===== src/hdl/lbw_pkg.sv =====
// shared constants and types for the bilinear warp unit
package lbw_pkg;

   localparam int MAX_OUT_LEN_DEF = 32;
   localparam int COEF_WIDTH_DEF  = 32;

   localparam int FIELD_WIDTH   = 32;
   localparam int INDEX_WIDTH   = 5;
   localparam int CSR_IDX_WIDTH = 1;
   localparam int CSR_DW        = 16;
   localparam int LEN_WIDTH     = 6;
   localparam int LAM_WIDTH     = 16;
   localparam int MUL_B_WIDTH   = 32;

   localparam logic [CSR_IDX_WIDTH-1:0] CSR_OUT_LEN     = 1'b0;
   localparam logic [CSR_IDX_WIDTH-1:0] CSR_WARP_FACTOR = 1'b1;

   localparam logic [LEN_WIDTH-1:0] OUT_LEN_RESET = 6'd32;
   localparam logic [LAM_WIDTH-1:0] WARP_RESET    = 16'd0;
   localparam int MIN_LEN = 2;

   localparam int RND_LAM = 15;
   localparam int RND_SCL = 30;
   localparam logic signed [MUL_B_WIDTH-1:0] ONE_Q30 = 32'sh4000_0000;

   typedef enum logic [5:0] {
      ST_IDLE = 6'b000001,
      ST_SQR  = 6'b000010,
      ST_MA   = 6'b000100,
      ST_M2   = 6'b001000,
      ST_AC   = 6'b010000,
      ST_EMIT = 6'b100000
   } lbw_state_type;

endpackage


===== src/hdl/lbw_mul.sv =====
// shared signed multiplier with registered product and rounded views
module lbw_mul #(
   parameter int AW = lbw_pkg::COEF_WIDTH_DEF + 1,
   parameter int BW = lbw_pkg::MUL_B_WIDTH
) (
   input  logic                    clock,
   input  logic signed [AW-1:0]    mul_a,
   input  logic signed [BW-1:0]    mul_b,
   output logic signed [AW+BW-1:0] prod,
   output logic signed [AW+BW-1:0] prod_r15,
   output logic signed [AW+BW-1:0] prod_r30
);

   localparam int PW = AW + BW;
   localparam logic signed [PW-1:0] HALF_LAM = PW'(1) <<< (lbw_pkg::RND_LAM - 1);
   localparam logic signed [PW-1:0] HALF_SCL = PW'(1) <<< (lbw_pkg::RND_SCL - 1);

   logic signed [PW-1:0] prod_ff;
   logic signed [PW-1:0] prod_in;

   assign prod_in = mul_a * mul_b;

   always_ff @(posedge clock) begin
      prod_ff <= prod_in;
   end

   // round half up, floor after the bias
   assign prod     = prod_ff;
   assign prod_r15 = (prod_ff + HALF_LAM) >>> lbw_pkg::RND_LAM;
   assign prod_r30 = (prod_ff + HALF_SCL) >>> lbw_pkg::RND_SCL;

endmodule


===== src/hdl/lbw_store.sv =====
// coefficient store with per-entry valid bits, unwritten entries read as zero
module lbw_store #(
   parameter int DEPTH = lbw_pkg::MAX_OUT_LEN_DEF,
   parameter int DW    = lbw_pkg::COEF_WIDTH_DEF
) (
   input  logic                     clock,
   input  logic                     reset,
   input  logic                     clear,
   input  logic                     wr_en,
   input  logic [$clog2(DEPTH)-1:0] wr_addr,
   input  logic [DW-1:0]            wr_data,
   input  logic                     rd_en,
   input  logic [$clog2(DEPTH)-1:0] rd_addr,
   output logic [DW-1:0]            rd_data
);

   logic [DW-1:0]    mem [DEPTH];
   logic [DEPTH-1:0] valid_ff;
   logic [DW-1:0]    rd_data_ff;

   always_ff @(posedge clock) begin
      if (reset || clear) begin
         valid_ff <= '0;
      end else if (wr_en) begin
         valid_ff[wr_addr] <= 1'b1;
      end
   end

   always_ff @(posedge clock) begin
      if (wr_en) begin
         mem[wr_addr] <= wr_data;
      end
      if (rd_en) begin
         rd_data_ff <= valid_ff[rd_addr] ? mem[rd_addr] : '0;
      end
   end

   assign rd_data = rd_data_ff;

endmodule


===== src/hdl/lpc_bilinear_warp_unit.sv =====
// bilinear warp unit: sequencer over one shared multiplier and the coefficient store
// an input word runs through squaring lambda, then a multiply and an accumulate step
// per stored element, with one extra multiply for element one; busy meanwhile
// a word flagged last then streams len results, one per cycle, once its last accumulate is done
// sustained rate is set by the single multiplier; the receiver cannot stall
// synchronous reset clears the store, sets len 32 and lambda 0
module lpc_bilinear_warp_unit #(
   parameter int MAX_OUT_LEN = lbw_pkg::MAX_OUT_LEN_DEF,
   parameter int COEF_WIDTH  = lbw_pkg::COEF_WIDTH_DEF
) (
   input  logic                                   clock,
   input  logic                                   reset,
   input  logic                                   start,
   output logic                                   busy,
   input  logic signed [lbw_pkg::FIELD_WIDTH-1:0] req_coefficient,
   input  logic                                   req_last_coeff,
   output logic                                   rsp_valid,
   output logic signed [lbw_pkg::FIELD_WIDTH-1:0] rsp_warped_coeff,
   output logic [lbw_pkg::INDEX_WIDTH-1:0]        rsp_coeff_index,
   output logic                                   rsp_last_out,
   input  logic                                   csr_wr_en,
   input  logic [lbw_pkg::CSR_IDX_WIDTH-1:0]      csr_index,
   input  logic [lbw_pkg::CSR_DW-1:0]             csr_wdata
);

   localparam int SW = (COEF_WIDTH > lbw_pkg::FIELD_WIDTH) ? lbw_pkg::FIELD_WIDTH : COEF_WIDTH;
   localparam int AW = SW + 1;
   localparam int BW = lbw_pkg::MUL_B_WIDTH;
   localparam int PW = AW + BW;
   localparam int CW = $clog2(MAX_OUT_LEN + 1);
   localparam int IW = $clog2(MAX_OUT_LEN);
   localparam int XW = (CW > lbw_pkg::INDEX_WIDTH) ? CW : lbw_pkg::INDEX_WIDTH;
   localparam int LW = lbw_pkg::LEN_WIDTH + 1;
   localparam logic signed [SW-1:0] SAT_HI = {1'b0, {(SW-1){1'b1}}};
   localparam logic signed [SW-1:0] SAT_LO = {1'b1, {(SW-1){1'b0}}};

   lbw_pkg::lbw_state_type state_ff, state_in;

   logic [lbw_pkg::LEN_WIDTH-1:0] out_len_ff;
   logic signed [lbw_pkg::LAM_WIDTH-1:0] lam_ff;

   logic [CW-1:0] m_ff, m_in, m_next, len_eff;
   logic signed [lbw_pkg::FIELD_WIDTH-1:0] x_ff, x_in;
   logic last_ff, last_in;
   logic signed [BW-1:0] s_ff, s_in;
   logic signed [PW-1:0] acc_ff, acc_in;
   logic signed [SW-1:0] newprev_ff, newprev_in;
   logic signed [SW-1:0] oldprev_ff, oldprev_in;
   logic signed [SW-1:0] oldcur_ff, oldcur_in;

   logic signed [AW-1:0] mul_a;
   logic signed [BW-1:0] mul_b;
   logic signed [PW-1:0] prod, prod_r15, prod_r30;

   logic          st_clear, st_wr_en, st_rd_en;
   logic [IW-1:0] st_wr_addr, st_rd_addr;
   logic [SW-1:0] st_rd_data;
   logic signed [SW-1:0] rd_val;

   logic signed [PW-1:0] base, sum;
   logic signed [SW-1:0] sat_val;
   logic [LW-1:0]        len_wide;
   logic [XW-1:0]        idx_wide;

   // configuration
   always_ff @(posedge clock) begin
      if (reset) begin
         out_len_ff <= lbw_pkg::OUT_LEN_RESET;
         lam_ff     <= lbw_pkg::WARP_RESET;
      end else if (csr_wr_en) begin
         case (csr_index)
            lbw_pkg::CSR_OUT_LEN: begin
               out_len_ff <= csr_wdata[lbw_pkg::LEN_WIDTH-1:0];
            end
            lbw_pkg::CSR_WARP_FACTOR: begin
               lam_ff <= csr_wdata[lbw_pkg::LAM_WIDTH-1:0];
            end
            default: begin
            end
         endcase
      end
   end

   // effective length, clamped
   assign len_wide = LW'(out_len_ff);
   always_comb begin
      if (len_wide < LW'(lbw_pkg::MIN_LEN)) begin
         len_eff = CW'(lbw_pkg::MIN_LEN);
      end else if (len_wide > LW'(MAX_OUT_LEN)) begin
         len_eff = CW'(MAX_OUT_LEN);
      end else begin
         len_eff = CW'(len_wide);
      end
   end

   assign m_next = m_ff + CW'(1);
   assign rd_val = $signed(st_rd_data);

   // accumulate and saturate
   always_comb begin
      if (m_ff == '0) begin
         base = PW'(x_ff);
      end else if (m_ff == CW'(1)) begin
         base = acc_ff;
      end else begin
         base = PW'(oldprev_ff);
      end
      sum = base + prod_r15;
      if (!sum[PW-1] && (|sum[PW-2:SW-1])) begin
         sat_val = SAT_HI;
      end else if (sum[PW-1] && !(&sum[PW-2:SW-1])) begin
         sat_val = SAT_LO;
      end else begin
         sat_val = sum[SW-1:0];
      end
   end

   // sequencer
   always_comb begin
      state_in   = state_ff;
      m_in       = m_ff;
      x_in       = x_ff;
      last_in    = last_ff;
      s_in       = s_ff;
      acc_in     = acc_ff;
      newprev_in = newprev_ff;
      oldprev_in = oldprev_ff;
      oldcur_in  = oldcur_ff;
      mul_a      = '0;
      mul_b      = '0;
      st_clear   = 1'b0;
      st_wr_en   = 1'b0;
      st_rd_en   = 1'b0;
      st_wr_addr = m_ff[IW-1:0];
      st_rd_addr = m_ff[IW-1:0];
      case (state_ff)
         lbw_pkg::ST_IDLE: begin
            if (start) begin
               x_in     = req_coefficient;
               last_in  = req_last_coeff;
               m_in     = '0;
               state_in = lbw_pkg::ST_SQR;
            end
         end
         lbw_pkg::ST_SQR: begin
            mul_a      = AW'(lam_ff);
            mul_b      = BW'(lam_ff);
            st_rd_en   = 1'b1;
            st_rd_addr = '0;
            state_in   = lbw_pkg::ST_MA;
         end
         lbw_pkg::ST_MA: begin
            oldcur_in = rd_val;
            if (m_ff == '0) begin
               s_in     = lbw_pkg::ONE_Q30 - prod[BW-1:0];
               mul_a    = AW'(rd_val);
               mul_b    = BW'(lam_ff);
               state_in = lbw_pkg::ST_AC;
            end else if (m_ff == CW'(1)) begin
               mul_a    = AW'(oldprev_ff);
               mul_b    = s_ff;
               state_in = lbw_pkg::ST_M2;
            end else begin
               mul_a    = AW'(rd_val) - AW'(newprev_ff);
               mul_b    = BW'(lam_ff);
               state_in = lbw_pkg::ST_AC;
            end
         end
         lbw_pkg::ST_M2: begin
            acc_in   = prod_r30;
            mul_a    = AW'(oldcur_ff);
            mul_b    = BW'(lam_ff);
            state_in = lbw_pkg::ST_AC;
         end
         lbw_pkg::ST_AC: begin
            st_wr_en   = 1'b1;
            newprev_in = sat_val;
            oldprev_in = oldcur_ff;
            if (m_next < len_eff) begin
               st_rd_en   = 1'b1;
               st_rd_addr = m_next[IW-1:0];
               m_in       = m_next;
               state_in   = lbw_pkg::ST_MA;
            end else if (last_ff) begin
               st_rd_en   = 1'b1;
               st_rd_addr = '0;
               m_in       = '0;
               state_in   = lbw_pkg::ST_EMIT;
            end else begin
               state_in = lbw_pkg::ST_IDLE;
            end
         end
         lbw_pkg::ST_EMIT: begin
            if (m_next < len_eff) begin
               st_rd_en   = 1'b1;
               st_rd_addr = m_next[IW-1:0];
               m_in       = m_next;
            end else begin
               st_clear   = 1'b1;
               newprev_in = '0;
               state_in   = lbw_pkg::ST_IDLE;
            end
         end
         default: begin
            state_in = lbw_pkg::ST_IDLE;
         end
      endcase
   end

   always_ff @(posedge clock) begin
      if (reset) begin
         state_ff <= lbw_pkg::ST_IDLE;
         m_ff     <= '0;
         last_ff  <= 1'b0;
      end else begin
         state_ff <= state_in;
         m_ff     <= m_in;
         last_ff  <= last_in;
      end
   end

   always_ff @(posedge clock) begin
      x_ff       <= x_in;
      s_ff       <= s_in;
      acc_ff     <= acc_in;
      newprev_ff <= newprev_in;
      oldprev_ff <= oldprev_in;
      oldcur_ff  <= oldcur_in;
   end

   lbw_mul #(
      .AW (AW),
      .BW (BW)
   ) u_lbw_mul (
      .clock    (clock),
      .mul_a    (mul_a),
      .mul_b    (mul_b),
      .prod     (prod),
      .prod_r15 (prod_r15),
      .prod_r30 (prod_r30)
   );

   lbw_store #(
      .DEPTH (MAX_OUT_LEN),
      .DW    (SW)
   ) u_lbw_store (
      .clock   (clock),
      .reset   (reset),
      .clear   (st_clear),
      .wr_en   (st_wr_en),
      .wr_addr (st_wr_addr),
      .wr_data (sat_val),
      .rd_en   (st_rd_en),
      .rd_addr (st_rd_addr),
      .rd_data (st_rd_data)
   );

   // result word
   assign idx_wide         = XW'(m_ff);
   assign busy             = (state_ff != lbw_pkg::ST_IDLE);
   assign rsp_valid        = (state_ff == lbw_pkg::ST_EMIT);
   assign rsp_warped_coeff = lbw_pkg::FIELD_WIDTH'(rd_val);
   assign rsp_coeff_index  = idx_wide[lbw_pkg::INDEX_WIDTH-1:0];
   assign rsp_last_out     = rsp_valid && (m_next == len_eff);

endmodule


===== config.mk =====
export PLATFORM = sky130hd
export DESIGN_NAME = lpc_bilinear_warp_unit
export DESIGN_NICKNAME = d
export VERILOG_FILES = /design/src/hdl/lbw_pkg.sv /design/src/hdl/lbw_mul.sv /design/src/hdl/lbw_store.sv /design/src/hdl/lpc_bilinear_warp_unit.sv
export SDC_FILE = /design/constraint.sdc
export NUM_CORES = 2
export LEC_CHECK = 0
export ABC_AREA = 1
export BUFFER_PORTS_ARGS = -buffer_cell sky130_fd_sc_hd__buf_2
export CORE_ASPECT_RATIO = 0.7
export CORE_MARGIN = 1.5
export CORE_UTILIZATION = 35
export CTS_CLUSTER_DIAMETER = 100
export DETAILED_ROUTE_END_ITERATION = 10
export SLEW_MARGIN = 20
export SYNTH_ARGS = -nofsm -noshare
export SYNTH_HDL_FRONTEND = slang
export SYNTH_HIERARCHICAL = 1
export SYNTH_SLANG_ARGS = --single-unit

===== constraint.sdc =====
create_clock -name clock -period 11.19 [get_ports clock]
set_input_delay 2.238 -clock clock [delete_from_list [all_inputs] [get_ports clock]]
set_output_delay 2.238 -clock clock [all_outputs]
set_load 0.01 [all_outputs]

# Word-level counts from Yosys, hierarchy flattened
# Memories as Yosys holds them, arrays and structs flattened. A register that Yosys moved wholly into a read port is not among the register bits.
# Index checks and enable logic that the tools add are counted.
# op_classes
add_sub_neg	6
mul	1
n_lt_le_gt_ge	6
eq_ne	13
mux	43
bitwise	2
n_reduce_logical	21
# ops
operator	n
32-bit two-way mux	5
65-bit two-way mux	2
32-bit one-hot mux with 2 select lines	2
33-bit one-hot mux with 3 select lines	1
33-bit two-way mux	2
65-bit by 16-bit adder with 65-bit output, second input constant	1
65-bit by 31-bit adder with 65-bit output, second input constant	1
65-bit by 50-bit adder with 65-bit output	1
33-bit by 32-bit multiplier with 65-bit output	1
6-bit two-way mux	10
6-bit one-hot mux with 6 select lines	1
33-bit AND reduction	1
33-bit OR reduction	1
32-bit by 32-bit subtractor with 33-bit output	1
32-bit bitwise OR	1
31-bit by 32-bit subtractor with 32-bit output, first input constant	1
5-bit two-way mux	5
6-bit one-hot mux with 3 select lines	1
5-bit one-hot mux with 3 select lines	1
6-bit by 1-bit == test with 1-bit output, second input constant	2
5-bit by 6-bit less-than comparator with 1-bit output, second input constant	2
2-bit AND reduction	6
1-bit two-way mux	10
6-bit by 1-bit adder with 6-bit output, second input constant	1
other kinds (26)	32
# word_totals
regBits	327
mem_bits_rw	1024
in_bits	54
output_inout_bits	40
wordCells	106
memories	1
# memory_table
name	depth	word_bits	read_ports	rd_ports_with_merged_regs	write_ports	line_no	rtl
u_lbw_store.mem	32	32	1	1	1	lbw_store.sv:17	logic [DW-1:0] mem [DEPTH];

# Logic depth before layout (Yosys ltp)
# depth
word_depth	10
depth_mapped	51
mapped_depth_nobuf	50

# Modules after synthesis
# The synthesis kept the hierarchy.
# modules_own_cells
module	instances	cells_each	area_per_inst_um2
lbw_store	1	4175	45164.6
lbw_mul	1	5729	43690.7
lpc_bilinear_warp_unit	1	2821	20015.4

# Worst setup path after synthesis
# No wires, ideal clock.
# synth_timing
path_kind	register to register
startpoint	reg state_ff[0]
endpoint	reg u_lbw_mul.prod_ff[62], in the netlist u_lbw_mul/prod[62]
setup_time_ns	0.112
arrival_ns	9.405
path_slack_ns	1.673
stages_incl_launch_ff	32
n_path_buf	2
period_less_slack_ns	9.517
path_cell_list	dfxtp_1 -> nor2_1 -> inv_1 -> nor4_1 -> clkbuf_1 -> nand2_1 -> nand3_1 -> clkbuf_1 -> nand2_1 -> fa_1 -> inv_1 -> fa_1 -> fa_1 -> inv_1 -> fa_1 -> inv_1 -> fa_1 -> fa_1 -> fa_1 -> inv_1 -> fa_1 -> inv_1 -> ha_1 -> nand2_1 -> inv_1 -> nand2_1 -> nor3_1 -> nand2_1 -> nor3_1 -> nand2_1 -> nand3_1 -> nand2_1
# synth_via
word_cells_on_any_way	7
# synth_rtl
item	line_no	rtl
start, declared	lpc_bilinear_warp_unit.sv:37	lbw_pkg::lbw_state_type state_ff, state_in;
start signal, assigned	lpc_bilinear_warp_unit.sv:212	state_ff <= lbw_pkg::ST_IDLE;
start signal, assigned	lpc_bilinear_warp_unit.sv:216	state_ff <= state_in;
6-bit by 4-bit == test with 1-bit output, or another cell as far along	lpc_bilinear_warp_unit.sv:136	case (state_ff)
33-bit one-hot mux with 3 select lines *	lpc_bilinear_warp_unit.sv:136	
named net mul_a[23]	lpc_bilinear_warp_unit.sv:51	logic signed [AW-1:0] mul_a;
33-bit by 32-bit multiplier with 65-bit output *	lbw_mul.sv:21	assign prod_in = mul_a * mul_b;
named net u_lbw_mul.prod_in[62]	lbw_mul.sv:19	logic signed [PW-1:0] prod_in;
end signal, assigned	lbw_mul.sv:24	prod_ff <= prod_in;
end, declared	lbw_mul.sv:18	logic signed [PW-1:0] prod_ff;
# The timed path passes the listed nets; every way through them passes the cells marked *.
# A chain may end at the register's enable or synchronous reset.

# Worst setup path in the final report
# layout_timing
startpoint	reg u_lbw_store.rd_data_ff[0], in the netlist u_lbw_store/rd_data[0] (read register of u_lbw_store.mem)
endpoint	reg u_lbw_mul.prod_ff[37], in the netlist u_lbw_mul/prod[37]
# layout_via
elab_chain_len	5
# layout_rtl
item	line_no	rtl
start, declared	lbw_store.sv:19	logic [DW-1:0] rd_data_ff;
32-bit by 32-bit subtractor with 33-bit output	lpc_bilinear_warp_unit.sv:164	mul_a = AW'(rd_val) - AW'(newprev_ff);
33-bit two-way mux	lpc_bilinear_warp_unit.sv:159	end else if (m_ff == CW'(1)) begin
33-bit two-way mux	lpc_bilinear_warp_unit.sv:154	if (m_ff == '0) begin
33-bit one-hot mux with 3 select lines	lpc_bilinear_warp_unit.sv:136	
named net mul_a[24]	lpc_bilinear_warp_unit.sv:51	
33-bit by 32-bit multiplier with 65-bit output	lbw_mul.sv:21	
named net u_lbw_mul.prod_in[37]	lbw_mul.sv:19	
# The timed path passes the listed nets, and every way through them passes these cells.

==> flow_summary_export.csv <==
group,metric,value,unit
run_status,outcome,"complete, no violations",
setup_path,start_kind,"flop",
synthesis,synth_area_leaders,"edfxtp_1, fa_1, nand2_1",
setup_path,cp.arrival,11.63,ns
setup_path,critPathKind,"flop to flop",
placed_design,hpwl,266100,um
floorplanning,initial_utilization,0.3514,
timing,rsz0062_at_grt,"no",
detailed_routing,num_vias,83980,
detailed_routing,wire_per_inst,21.53,um
synthesis,synth_top_family_by_area,"adder cells",
synthesis,async_reset_ff_frac,0,
synthesis,syn_nets,14200,
timing,setup-tns-final,0,ns
detailed_routing,dr_wl_met3,42110,um
synthesis,synth_top_cell_area_share,0.3533,
synthesis,synthSimpleGateAreaFrac,0.2185,
finish,finalNonFillerCells,16930,
floorplanning,chipHeight,469.6,um
grt,antenna_found_initial,12,
synthesis,synth.distinct_cells,61,
min_path,hold_path_class,"flop to flop",
flow_run,cap_violations,0,
placed_design,gp_congestion,1.068,
grt,grt_start_max_net_pins,180,
timing,finalSetupViolCount,0,
setup_path,critical_path_required,11.84,ns
synthesis,synthCells,12730,
floorplanning,die-area,314500,um2
finish,nets,14120,
placed_design,placed_cells,16630,
setup_path,crit_path_end_kind,"flop",
timing,finalMaxSlewViolations,0,
setup_path,cp.depth,39,
synthesis,syn_area_per_cell,8.556,um2
timing,max_freq,91.08,MHz
detailed_routing,dr.pass1.iters,6,
grt,grt_pass1_vias,79040,
power_and_ir_drop,p_per_area,106.8,nW/um2
grt,gr-total-overflow,0,
power_and_ir_drop,vdd_drop_max,121.5,uV
finish,syn_to_final_growth,10.15,%
setup_path,cpMaxStageDelayCell,"nand3_1",
setup_path,cp-endpoint,"u_lbw_mul/prod[37]$_DFF_P_",
synthesis,ys_seq_elements,1413,
timing,timing.final.crit_period,10.98,ns
timing,fin_skew,0.06262,ns
clocking,cts_setup_buffers,0,
setup_path,worstSetupStartpoint,"u_lbw_store/rd_data[0]$_SDFFCE_PN0P_",
setup_path,cp_common_cell,"fa_1",
clocking,cts_buffers,165,
clocking,cts_tree,"yes",
timing,hold_slack,0.4501,ns
synthesis,synth_area,108900,um2
setup_path,crit_fanout,11,
synthesis,synth_area_leader_cell,"edfxtp_1",
grt,grt_pass1_wl,536800,um
detailed_routing,drt_wl_total,364500,um
setup_path,reg2reg_slack,0.21,ns
setup_path,timing.rr.start,"u_lbw_store/rd_data[0]$_SDFFCE_PN0P_",
synthesis,synth-xor-area-share,0.01455,
floorplanning,ios,94,
synthesis,yosys_warnings,6,
detailed_routing,dr_wl_met2,143300,um
placed_design,io_buffers,93,
detailed_routing,drt-met1-wl,166700,um
detailed_routing,ant_nets,0,
synthesis,synth-edff-count,1281,
timing,finalHoldViolCount,0,
finish,design_area,119900,um2
synthesis,synth_most_common_cell,"nand2_1",
synthesis,synth_fa_ha_area_frac,0.2402,
timing,finalCritPeriodShare,0.9812,
clocking,cts.path.max_buffers,4,
synthesis,synth_ff_type,"edfxtp_1",
grt,track_usage,0.2288,
placed_design,place_area,114600,um2
clocking,cts_sinks,1413,
detailed_routing,drtIter0Drc,9887,
synthesis,yosys-top-cells-count,"nand2_1, inv_1, edfxtp_1",
setup_path,crit_family,"adder cells",
clocking,cts_max_level,4,
detailed_routing,viasPerCell,4.961,
clocking,clkTransAtPathRegs,0.07,ns
detailed_routing,routed.top_layer,"met5",
power_and_ir_drop,leakagePower,59.26,nW
finish,drive_above_1_share,0.06180,
timing,relSlewSlack,0.2752,
setup_path,r2r_cells,39,
floorplanning,fp-row-count,171,
timing,worst_pin_slew,1.085,ns
detailed_routing,drc,0,
synthesis,synthMuxAreaShare,0.0003103,
setup_path,r2r-end,"u_lbw_mul/prod[37]$_DFF_P_",
finish,n_fill_cell,31270,
clocking,clk_latency,0.85,ns
setup_path,crit_buf_inv,8,
min_path,whs_path_depth,0,
synthesis,seq_area_frac_synth,0.3776,
clocking,root_buffer,"clkbuf_16",
synthesis,synth_compound_area_frac,0.03086,
floorplanning,die_w,669.6,um
floorplanning,design.core.area,309800,um2
setup_path,slowest_delay,0.68,ns
## per-layer routing
layer / global-route usage / up-vias
met3: 0.05473 / 440
met2: 0.3123 / 4062
met4: 0.06664 / 10
met5: 0.0007548 / -
li1: - / 38450
met1: 0.3538 / 41020
## power breakdown
part | internal [mW] | switching [mW] | total [mW]
combinational | 0.308 | 1.06 | 1.37
sequential | 5.99 | 0.0298 | 6.01
clock | 3.15 | 2.27 | 5.42
## cell usage in the layout, fill, tap and decap left out, drive strengths merged, types with 4 or more instances in the layout
master / count
o221ai: 6
xor2: 143
nor3: 69
edfxtp: 1281
a31oi: 4
fa: 1114
nor4: 20
diode: 8
and3: 5
o21ai: 208
a21boi: 4
clkbuf: 202
a21o: 12
nand3b: 6
o211ai: 25
o21a: 6
a21oi: 238
or2: 18
dfxtp: 132
ha: 308
xnor2: 37
a211oi: 4
inv: 2718
clkinvlp: 7
nor2: 776
clkinv: 54
nand4: 64
bufinv: 16
nand2: 4012
and2: 6
buf: 327
a22oi: 28
nand3: 872
o21bai: 24
## timing repair
action | CTS | global route
hold buffers | 0 | 0
resized for setup | 0 | 4
endpoints found under the setup margin | 0 | 14
## registers in the layout, summed over array words and instances, names as in the netlist
name                  count
x_ff                     32
s_ff                     32
oldprev_ff               32
u_lbw_store/valid_ff     32
u_lbw_mul/prod           65
newprev_ff               32
oldcur_ff                32
acc_ff                   65
state_ff                  6
u_lbw_store/rd_data      32
u_lbw_store/mem        1024
last_ff                   1
out_len_ff                6
idx_wide                  6
lam_ff                   16
## worst min path at each step
stage                       startpoint                  endpoint
2_1_floorplan   oldcur_ff[0]$_DFFE_PP_   oldprev_ff[0]$_DFFE_PP_
3_3_place_gp   oldcur_ff[14]$_DFFE_PP_  oldprev_ff[14]$_DFFE_PP_
3_5_place_dp   oldcur_ff[26]$_DFFE_PP_  oldprev_ff[26]$_DFFE_PP_
4_1_cts        oldcur_ff[27]$_DFFE_PP_  oldprev_ff[27]$_DFFE_PP_
5_1_grt        oldcur_ff[20]$_DFFE_PP_  oldprev_ff[20]$_DFFE_PP_
6_report       oldcur_ff[27]$_DFFE_PP_  oldprev_ff[27]$_DFFE_PP_
## per-stage QoR
step           power, mW  worst slack [ns]    util
6_report           12.81            0.2109  0.3871
5_1_grt            13.18           0.06522  0.3871
4_1_cts            12.86            0.3931  0.3868
3_5_place_dp       7.483            0.4249  0.3698
3_3_place_gp       7.477            0.3716  0.3697
2_1_floorplan      6.965             1.673       -
## kinds of logic after synthesis
logic type / count (synthesis)
flops: 1413
compound gates: 576
xor+xnor: 180
simple gates: 5850
mux: 3
buf+inv: 3281
fa+ha+maj: 1422
## area by class of cell
| cell class | instances | area, um2 | area share |
|---|---|---|---|
| antenna | 8 | 20.02 | 0.0001669 |
| tap | 4152 | 5195 | 0.04332 |
| timing repair buffer | 327 | 2693 | 0.02245 |
| multi-input combinational | 8031 | 55420 | 0.4622 |
| clock inverter | 88 | 933.4 | 0.007783 |
| inverter | 2707 | 10190 | 0.08498 |
| sequential | 1413 | 41110 | 0.3428 |
| clock buffer | 202 | 4359 | 0.03635 |
No activity file was read; power rests on OpenSTA's default activity.
